==> src/bma_pkg.sv <==
`default_nettype none

package bma_pkg;

  localparam int unsigned AVG_W       = 12;
  localparam int unsigned WIN_W       = 9;
  localparam int unsigned APB_DATA_W  = 32;
  localparam int unsigned APB_ADDR_W  = 3;
  localparam int unsigned WIN_RESET   = 200;

  localparam logic REG_WINDOW = 1'b0;

  typedef enum logic [2:0] {
    ST_IDLE,
    ST_UPDATE,
    ST_DIVIDE,
    ST_DONE
  } state_e;

endpackage

`default_nettype wire

==> src/boxcar_moving_average_unit.sv <==
// Boxcar moving-average unit.
// Input channel: sample_i with in_valid_i / in_ready_o. Output channel:
// average_o with out_valid_o / out_ready_i. A transfer happens on a rising
// edge with valid and ready both high.
// Each sample replaces the oldest slot of a circular window and the block
// returns the truncated mean of the window (window_size most recent
// samples, unwritten slots counting as zero).
// APB register 0 (byte address 0): window_size, 1..DEPTH; a write clears
// the window. Write it only while the block is idle.
// One item is in work at a time: the block takes a new sample only after
// the bit-serial divider, one quotient bit per cycle, has finished the
// item before it.
// The output register holds one result; the next sample is taken while
// it waits. If the receiver stalls, the finished result of the following
// item waits inside the block and in_ready_o stays low.
// Reset: window empty, window_size = 200 (capped at DEPTH), no result pending.
`default_nettype none

module boxcar_moving_average_unit #(
  parameter int unsigned DEPTH       = 256,
  parameter int unsigned SAMPLE_BITS = 12
) (
  input  wire logic                             clk_i,
  input  wire logic                             rst_ni,
  input  wire logic [SAMPLE_BITS-1:0]           sample_i,
  input  wire logic                             in_valid_i,
  output logic                                  in_ready_o,
  output logic [bma_pkg::AVG_W-1:0]             average_o,
  output logic                                  out_valid_o,
  input  wire logic                             out_ready_i,
  input  wire logic                             psel,
  input  wire logic                             penable,
  input  wire logic                             pwrite,
  input  wire logic [bma_pkg::APB_ADDR_W-1:0]   paddr,
  input  wire logic [bma_pkg::APB_DATA_W-1:0]   pwdata,
  output logic [bma_pkg::APB_DATA_W-1:0]        prdata,
  output logic                                  pready
);

  localparam int unsigned WW     = bma_pkg::WIN_W;
  localparam int unsigned PW     = (DEPTH > 1) ? $clog2(DEPTH) : 1;
  localparam int unsigned SUM_W  = SAMPLE_BITS + $clog2(DEPTH);
  localparam int unsigned CMP_W  = (PW + 1 > WW) ? PW + 1 : WW;
  localparam int unsigned WIN_RST =
    (bma_pkg::WIN_RESET > DEPTH) ? DEPTH : bma_pkg::WIN_RESET;

  bma_pkg::state_e state_q, state_d;

  logic [SAMPLE_BITS-1:0] mem_q [DEPTH];
  logic [SAMPLE_BITS-1:0] rd_q;
  logic [SAMPLE_BITS-1:0] sample_q;
  logic [SAMPLE_BITS-1:0] old_val;
  logic [PW-1:0]          pos_q;
  logic [PW:0]            pos_inc;
  logic                   pos_wrap;
  logic                   wrapped_q;
  logic [SUM_W-1:0]       sum_q, sum_d;
  logic [WW-1:0]          window_q;
  logic [WW-1:0]          win_legal;
  logic [bma_pkg::AVG_W-1:0] avg_q;
  logic                   out_valid_q;

  logic                   in_fire;
  logic                   cfg_we;
  logic                   do_update;
  logic                   load_out;
  logic                   div_done;
  logic [bma_pkg::AVG_W-1:0] div_quo;

  assign in_fire = in_valid_i & in_ready_o;
  assign cfg_we  = psel & penable & pwrite & (paddr[2] == bma_pkg::REG_WINDOW);
  assign pready  = 1'b1;

  always_comb begin
    prdata = '0;
    if (paddr[2] == bma_pkg::REG_WINDOW) begin
      prdata[WW-1:0] = window_q;
    end
  end

  always_comb begin
    if (pwdata[WW-1:0] == '0) begin
      win_legal = WW'(1);
    end else if (32'(pwdata[WW-1:0]) > 32'(DEPTH)) begin
      win_legal = WW'(DEPTH);
    end else begin
      win_legal = pwdata[WW-1:0];
    end
  end

  // slots at or past the position are fresh until the first wrap
  assign old_val  = wrapped_q ? rd_q : '0;
  assign sum_d    = sum_q - SUM_W'(old_val) + SUM_W'(sample_q);
  assign pos_inc  = {1'b0, pos_q} + (PW + 1)'(1);
  assign pos_wrap = (CMP_W'(pos_inc) >= CMP_W'(window_q));

  always_ff @(posedge clk_i or negedge rst_ni) begin
    if (!rst_ni) begin
      state_q <= bma_pkg::ST_IDLE;
    end else begin
      state_q <= state_d;
    end
  end

  always_comb begin
    state_d    = state_q;
    in_ready_o = 1'b0;
    do_update  = 1'b0;
    load_out   = 1'b0;
    case (state_q)
      bma_pkg::ST_IDLE: begin
        in_ready_o = 1'b1;
        if (in_valid_i) begin
          state_d = bma_pkg::ST_UPDATE;
        end
      end
      bma_pkg::ST_UPDATE: begin
        do_update = 1'b1;
        state_d   = bma_pkg::ST_DIVIDE;
      end
      bma_pkg::ST_DIVIDE: begin
        if (div_done) begin
          if (!out_valid_q || out_ready_i) begin
            load_out = 1'b1;
            state_d  = bma_pkg::ST_IDLE;
          end else begin
            state_d = bma_pkg::ST_DONE;
          end
        end
      end
      bma_pkg::ST_DONE: begin
        if (!out_valid_q || out_ready_i) begin
          load_out = 1'b1;
          state_d  = bma_pkg::ST_IDLE;
        end
      end
      default: begin
        state_d = bma_pkg::ST_IDLE;
      end
    endcase
  end

  always_ff @(posedge clk_i or negedge rst_ni) begin
    if (!rst_ni) begin
      window_q    <= WW'(WIN_RST);
      pos_q       <= '0;
      wrapped_q   <= 1'b0;
      sum_q       <= '0;
      out_valid_q <= 1'b0;
    end else begin
      if (cfg_we) begin
        window_q  <= win_legal;
        pos_q     <= '0;
        wrapped_q <= 1'b0;
        sum_q     <= '0;
      end else if (do_update) begin
        sum_q <= sum_d;
        if (pos_wrap) begin
          pos_q     <= '0;
          wrapped_q <= 1'b1;
        end else begin
          pos_q <= pos_inc[PW-1:0];
        end
      end
      if (load_out) begin
        out_valid_q <= 1'b1;
      end else if (out_ready_i) begin
        out_valid_q <= 1'b0;
      end
    end
  end

  always_ff @(posedge clk_i) begin
    if (in_fire) begin
      sample_q <= sample_i;
      rd_q     <= mem_q[pos_q];
    end
    if (do_update) begin
      mem_q[pos_q] <= sample_q;
    end
    if (load_out) begin
      avg_q <= div_quo;
    end
  end

  bma_serial_div #(
    .NUM_W (SUM_W)
  ) u_div (
    .clk_i      (clk_i),
    .rst_ni     (rst_ni),
    .start_i    (do_update),
    .dividend_i (sum_d),
    .divisor_i  (window_q),
    .done_o     (div_done),
    .quotient_o (div_quo)
  );

  assign average_o   = avg_q;
  assign out_valid_o = out_valid_q;

`ifndef ASSERT_OFF
  a_pos_in_window: assert property (@(posedge clk_i) disable iff (!rst_ni)
    CMP_W'(pos_q) < CMP_W'(window_q))
    else $error("write position outside window");

  a_busy_after_accept: assert property (@(posedge clk_i) disable iff (!rst_ni)
    in_fire |=> !in_ready_o)
    else $error("input taken while item in work");

  a_done_in_divide: assert property (@(posedge clk_i) disable iff (!rst_ni)
    div_done |-> state_q == bma_pkg::ST_DIVIDE)
    else $error("divider finished outside divide state");

  a_wrap_at_zero: assert property (@(posedge clk_i) disable iff (!rst_ni)
    $rose(wrapped_q) |-> pos_q == '0)
    else $error("window wrap without position reset");
`endif

endmodule

`default_nettype wire

==> src/bma_serial_div.sv <==
`default_nettype none

module bma_serial_div #(
  parameter int unsigned NUM_W = 20
) (
  input  wire logic                       clk_i,
  input  wire logic                       rst_ni,
  input  wire logic                       start_i,
  input  wire logic [NUM_W-1:0]           dividend_i,
  input  wire logic [bma_pkg::WIN_W-1:0]  divisor_i,
  output logic                            done_o,
  output logic [bma_pkg::AVG_W-1:0]       quotient_o
);

  localparam int unsigned DW    = bma_pkg::WIN_W;
  localparam int unsigned QW    = bma_pkg::AVG_W;
  localparam int unsigned CNT_W = $clog2(NUM_W + 1);

  logic [NUM_W-1:0] num_q;
  logic [DW-1:0]    div_q;
  logic [DW-1:0]    rem_q, rem_d;
  logic [QW-1:0]    quo_q;
  logic [CNT_W-1:0] cnt_q;
  logic             busy_q;
  logic             done_q;
  logic [DW:0]      trial;
  logic             ge;

  // one restoring step per cycle, dividend shifted out msb first
  always_comb begin
    trial = {rem_q, num_q[NUM_W-1]};
    ge    = (trial >= {1'b0, div_q});
    if (ge) begin
      rem_d = DW'(trial - {1'b0, div_q});
    end else begin
      rem_d = trial[DW-1:0];
    end
  end

  always_ff @(posedge clk_i or negedge rst_ni) begin
    if (!rst_ni) begin
      busy_q <= 1'b0;
      done_q <= 1'b0;
      cnt_q  <= '0;
    end else begin
      done_q <= 1'b0;
      if (start_i) begin
        busy_q <= 1'b1;
        cnt_q  <= CNT_W'(NUM_W);
      end else if (busy_q) begin
        cnt_q <= cnt_q - CNT_W'(1);
        if (cnt_q == CNT_W'(1)) begin
          busy_q <= 1'b0;
          done_q <= 1'b1;
        end
      end
    end
  end

  always_ff @(posedge clk_i) begin
    if (start_i) begin
      num_q <= dividend_i;
      div_q <= divisor_i;
      rem_q <= '0;
      quo_q <= '0;
    end else if (busy_q) begin
      num_q <= {num_q[NUM_W-2:0], 1'b0};
      rem_q <= rem_d;
      quo_q <= {quo_q[QW-2:0], ge};
    end
  end

  assign done_o     = done_q;
  assign quotient_o = quo_q;

endmodule

`default_nettype wire
==> config.mk <==
export PLATFORM = sky130hd
export DESIGN_NAME = boxcar_moving_average_unit
export DESIGN_NICKNAME = d
export VERILOG_FILES = /design/src/bma_pkg.sv /design/src/boxcar_moving_average_unit.sv /design/src/bma_serial_div.sv
export SDC_FILE = /design/constraint.sdc
export NUM_CORES = 2
export LEC_CHECK = 0
export BUFFER_PORTS_ARGS = -buffer_cell sky130_fd_sc_hd__buf_4
export CAP_MARGIN = 20
export CORE_MARGIN = 2
export CORE_UTILIZATION = 30
export CTS_CLUSTER_DIAMETER = 150
export DETAILED_ROUTE_END_ITERATION = 12
export PLACE_DENSITY = 0.5
export SLEW_MARGIN = 20
export SYNTH_ARGS = -nofsm -noshare
export SYNTH_HDL_FRONTEND = slang
export SYNTH_HIERARCHICAL = 1
export SYNTH_SLANG_ARGS = --single-unit
export TNS_END_PERCENT = 10
==> constraint.sdc <==
create_clock -name clk_i -period 15.2 [get_ports clk_i]
set_input_delay 2.28 -clock clk_i [delete_from_list [all_inputs] [get_ports clk_i]]
set_output_delay 2.28 -clock clk_i [all_outputs]
set_load 0.02 [all_outputs]
* Word-level counts from Yosys, hierarchy flattened
Memory sizes are Yosys's and may differ from the RTL's. A register that Yosys moved wholly into a read port is not among the register bits.
Cells that the tools add are included.
** Operators by class
- Eq/ne operators :: 7
- Add/subtract/negate cells :: 5
- Mux-type cells :: 37
- $lt $le $gt $ge :: 3
- Bitwise operators :: 5
- Reductions and logical operators :: 10
** Operator list (count)
- 2-to-1 mux 20 bit :: 4
- 2-to-1 mux 9 bit :: 4
- 2-to-1 mux 8 bit :: 3
- adder 20 x 12 -> 20 bit :: 1
- subtractor 20 x 12 -> 20 bit :: 1
- 2-to-1 mux 1 bit :: 17
- 2-to-1 mux 12 bit :: 1
- case mux 3 bit (4 select lines) :: 1
- >= comparator 10 x 9 -> 1 bit :: 1
- 2-to-1 mux 5 bit :: 2
- adder 8 x 1 -> 9 bit (second input constant) :: 1
- >= comparator 9 bit :: 1
- > comparator 9 bit (second input constant) :: 1
- logical NOT 9 bit :: 1
- 2-to-1 mux 3 bit :: 3
- subtractor 9 bit :: 1
- nonzero test 2 bit :: 4
- == test 3 x 2 -> 1 bit (second input constant) :: 2
- == test 5 x 1 -> 1 bit (second input constant) :: 1
- subtractor 5 x 1 -> 5 bit (second input constant) :: 1
- bitwise AND 1 bit :: 4
- != test 2 bit (second input constant) :: 2
- == test 3 x 1 -> 1 bit (second input constant) :: 1
- logical NOT 3 bit :: 1
- other kinds (8) :: 8
** Storage, ports and cells
- Input bits :: 54
- RAM bits :: 3072
- Logic and storage cells :: 83
- Memories :: 1
- Output and inout port bits :: 47
- Bits in registers :: 123
** Memory list
- mem_q :: words 256, bits a word 12, rd ports 1, clocked after memory_dff 1, wr ports 1, RTL line boxcar_moving_average_unit.sv:49 : logic [SAMPLE_BITS-1:0] mem_q [DEPTH];

* Depth between registers and ports, before layout
- Depth after elaboration :: 6
- Mapped depth :: 15
- Depth with buffers taken out :: 14

* By module
Netlist, hierarchy kept.
** By module, submodules not included
- boxcar_moving_average_unit :: times used 1, area each 121818.1 µm², cells an instance 5618
- bma_serial_div :: times used 1, area each 2755.1 µm², cells an instance 229

* Least setup slack after synthesis
Ideal clock, no wire load.
- Kind :: reg2reg
- Start point :: reg sample_q[11]
- End point :: reg u_div.num_q[19], data pin
- Data arrival time :: 6.132 ns
- Setup slack :: 8.808 ns
- Cell stages (with the launch flop) :: 14
- Period minus slack after synthesis :: 6.392 ns
- Buffers on the path :: 1
- Cell sequence :: edfxtp_1 > inv_1 > fa_1 > inv_1 > ha_1 > clkbuf_1 > a21oi_1 > o21ai_0 > a311o_1 > a21oi_1 > o21ai_0 > xnor2_1 > xnor2_1 > mux2_2
** On the way
- Longest elaborated chain between the ends :: 2
** RTL lines
- start, declared :: RTL line boxcar_moving_average_unit.sv:51 : logic [SAMPLE_BITS-1:0] sample_q;
- start signal, assigned :: RTL line boxcar_moving_average_unit.sv:175 : sample_q <= sample_i;
- adder 20 x 12 -> 20 bit :: RTL line boxcar_moving_average_unit.sv:93 : assign sum_d = sum_q - SUM_W'(old_val) + SUM_W'(sample_q);
- named net sum_d[19] :: RTL line boxcar_moving_average_unit.sv:57 : logic [SUM_W-1:0] sum_q, sum_d;
- 2-to-1 mux 20 bit :: RTL line bma_serial_div.sv:61 : if (start_i) begin
- end signal, assigned :: RTL line bma_serial_div.sv:62 : num_q <= dividend_i;
- end signal, assigned :: RTL line bma_serial_div.sv:67 : num_q <= {num_q[NUM_W-2:0], 1'b0};
- end, declared :: RTL line bma_serial_div.sv:19 : logic [NUM_W-1:0] num_q;
The timed path passes the listed nets, and every way through them passes these cells.
A chain may end at the register's enable or synchronous reset.

==> summary.md <==
| Metric | Value |
|---|---|
| Outcome | `finished, violations left` |
| Failing checks | `slew limit` |
| Post-CTS Setup Bufs | `0` |
| Worst EP arrival | `7.01 ns` |
| Number of synthesized flops with an enable pin | `3137` |
| Max-slew violation count | `56` |
| Netlist cell types | `70` |
| WHS | `0.442 ns` |
| Vias in the first global route | `61.3k` |
| H-tree levels | `5` |
| Core ar. | `413000 um2` |
| RSZ-0062 raised after global routing | `no` |
| Reg2reg end | `rd_q[5]` |
| Skew-Pair Late Insertion Delay | `0.92 ns` |
| Crit path max fanout | `42` |
| Placer Congestion | `~0.76` |
| Die width | `648 um` |
| Largest net degree at the start of global routing | `208` |
| DRC Markers | `0` |
| Setup TNS Final | `0 ns` |
| Avg Cell Area, Syn | `21.3 um2` |
| Hold Crit Class | `flip-flop to flip-flop` |
| Power Dens Cells | `124 nW/um2` |
| Post-Syn Area | `125000 um2` |
| Hold buffers post-CTS | `0` |
| Slew @ Worst Pin | `between 1.5 and 2 ns` |
| Slew HR | `-3.79%` |
| Clk slew on worst S/H paths | `0.06 ns` |
| Initial Utilization | `a little under a third` |
| First-pass GRT wire length | `456000 um` |
| Fin crit share | `42.0%` |
| Clk_skew | `0.0433 ns` |
| Design area | `144000 um2` |
| Async set-reset flop share out of synthesis | `1.50%` |
| Detailed Route WL | `321000 um` |
| Highest clock rate | `157 MHz` |
| Final worst path period need | `roughly 6.4 ns` |
| Critical path class | `flip-flop to flip-flop` |
| Synth cell count leaders | `3137 x edfxtp_1, 768 x mux4_2, 339 x nor2_1, 194 x clkbuf_1, 157 x a22oi_1` |
| Via/cell ratio | `5.04` |
| CP max stage cell | `dfrtp_4` |
| Vias | `60.0k` |
| Final net count | `~6.3k` |
| Number of detailed-route iterations in the first pass | `6` |
| Area Overhead vs Synth | `15.3%` |
| Maxcap violations | `0` |
| Detailed Route Iter0 Violations | `slightly above 6k` |
| Worst R2R Path Depth | `10` |
| # resized after CTS | `0` |
| CP Cell Sequence | `buf_4 > buf_4 > buf_4 > mux4_2 > a22oi_1 > a21oi_1 > nor2_1 > o221ai_1 > a22oi_1 > o211ai_1` |
| Leakage | `between 40 and 50 nW` |
| Fillcell total | `38.4k` |
| Total global routing overflow | `0` |
| Req. time, crit path | `15.82 ns` |
| Area share of the leading cell type in the synthesized netlist | `75.6%` |
| Hpwl dp | `177000 um` |
| Std cell rows | `236` |
| # setup viols final | `0` |
| Share of cells above drive strength 1 | `approximately a quarter` |
| Yosys warns | `6` |
| Main area contributors after synthesis | `edfxtp_1 76%, mux4_2 14%, nor2_1 1.0%, a22oi_1 0.95%, dfrtp_1 0.90%` |
| TritonCTS clock tree | `yes` |
| Cell mode on critical path | `buf_4` |
| Deepest clock path buffer count | `4` |
| CTS Root Cell | `clkbuf_16` |
| Max stage delay on crit path | `~0.85 ns` |
| Most common cell in the netlist | `edfxtp_1` |
| Critical Path End Type | `flip-flop` |
| Setup crit end | `rd_q[5]` |
| Launch point of the worst path | `pos_q[0]` |
| Port Buffers | `between 50 and 60` |
| Dominant cell type by area after synthesis | `edfxtp_1` |
| Hold Vio Cnt, Final | `0` |
| Post-route ant nets | `0` |
| Die Ht | `648 um` |
| DP Area | `about 130000 um2` |
| Synthesized flop and latch total | `3206` |
| Most used DFF post-synth | `edfxtp_1` |
| Reg2Reg Setup Slack | `8.82 ns` |
| Post-synthesis sequential area ratio | `roughly 77%` |
| Total Routing Usage GR | `between 10% and 20%` |
| Initial antenna violation count | `12` |
| I/O pins | `101` |
| Worst r2r src | `pos_q[0]` |
| Die area | `420000 um2` |
| Peak supply drop | `0.0000730 V` |
| TritonCTS buffer count | `335` |
| CP startpoint kind | `flip-flop` |
| Wire per inst | `26.9 um` |
| Syn Inst Count | `~5.8k` |
| CTS Sinks | `~3.2k` |
## cells in the final DEF, fill, tap and decap left out, types with 10 or more instances in the layout
cell type   count
o211ai_1       23
clkbuf_1       55
dfxtp_1        21
inv_6          14
bufinv_16      34
clkinvlp_4     15
o22ai_1        36
nor3_1         30
nand3_1        21
a221oi_1      120
mux4_2        768
a21oi_1       112
a22o_1        120
o21ai_0        46
clkinv_1       80
mux2_2         20
nor2b_1        11
nand2_1        73
nand3b_1       10
clkinv_2       49
inv_1          88
a21o_1         15
buf_4         306
ha_1           44
o221ai_1       25
fa_1           13
mux2i_1        18
nor2_2         82
edfxtp_1     3137
and2_1         17
nand2b_1       11
buf_12         16
nor2_1        256
xnor2_1        20
a22oi_1       157
dfrtp_1        43
clkbuf_16     345
conb_1         24
## sequential cells by signal (all words and copies together) (netlist names)
register / cells
average_o: 12
pos_q: 8
u_div/done_o: 1
window_q: 9
u_div/busy_q: 1
u_div/num_q: 20
sum_q: 20
out_valid_o: 1
u_div/rem_q: 9
sample_q: 12
u_div/quotient_o: 12
wrapped_q: 1
u_div/cnt_q: 5
u_div/div_q: 9
rd_q: 12
state_q: 2
mem_q: 3072
## layer usage
layer | global-route usage (%) | up-vias | wire length [um]
met5 | 0 | - | 93
met4 | 3.93 | 6 | 8000
met3 | 2.57 | 417 | 20000
met2 | 24.2 | 1826 | 153000
met1 | 20.9 | 32546 | 139000
li1 | - | 25207 | -
## logic make-up (layout without fill, tap and decap cells)
family	Yosys count	in the layout	share of synthesized area, %
simple gates	582	582	2.08
other cells	2	30	0.00603
buf+inv	465	1019	1.75
fa+ha+maj	57	57	0.651
flops	3206	3206	76.9
compound gates	700	700	4.18
mux	806	806	14.2
xor+xnor	29	29	0.204
## critical path: cells and delay by family (launching register included)
kind	cells	cell delay, ns
mux	1	0.60
simple gates	1	0.34
flops	1	0.85
buf+inv	3	2.27
compound gates	5	1.85
## where the power goes
part / switching [mW] / internal (mW)
sequential: 0.00603 / 9.56
clock: 3.42 / 4.73
combinational: 0.0733 / 0.0418
total: 3.49 / 14.3
## final cells by class
type	instances	area (um2)	area share [%]
sequential	3206	95800	66.7
multi-input combinational	2198	27100	18.8
clock buffer	400	8840	6.16
tap	5474	6850	4.77
timing repair buffer	327	2710	1.88
clock inverter	203	1970	1.37
inverter	89	337	0.234
antenna	6	15.0	0.0105
## per-stage QoR
step | power (mW) | utilization, % | std cells | setup WS, ns
after floorplan | 9.83 | - | 5869 | 8.81
after global placement | 9.87 | 32.1 | 11292 | 8.73
after detailed placement | 9.87 | 32.1 | 11292 | 8.74
after CTS | 18.0 | 34.7 | 11895 | 8.68
after global routing | 18.3 | 34.7 | 11899 | 8.47
final | 17.8 | 34.7 | 11903 | 8.82
## how the worst min path moves through the flow
stage,cells after the start,slack [ns],start,to
detailed placement,0,0.43,u_div/quotient_o[11],average_o[11]
global placement,0,0.42,u_div/quotient_o[11],average_o[11]
floorplan,0,0.41,u_div/quotient_o[11],average_o[11]
finish,0,0.44,u_div/quotient_o[11],average_o[11]
CTS,0,0.45,u_div/quotient_o[11],average_o[11]
global route,0,0.46,u_div/quotient_o[11],average_o[11]
No activity file was read; power rests on OpenSTA's default activity.
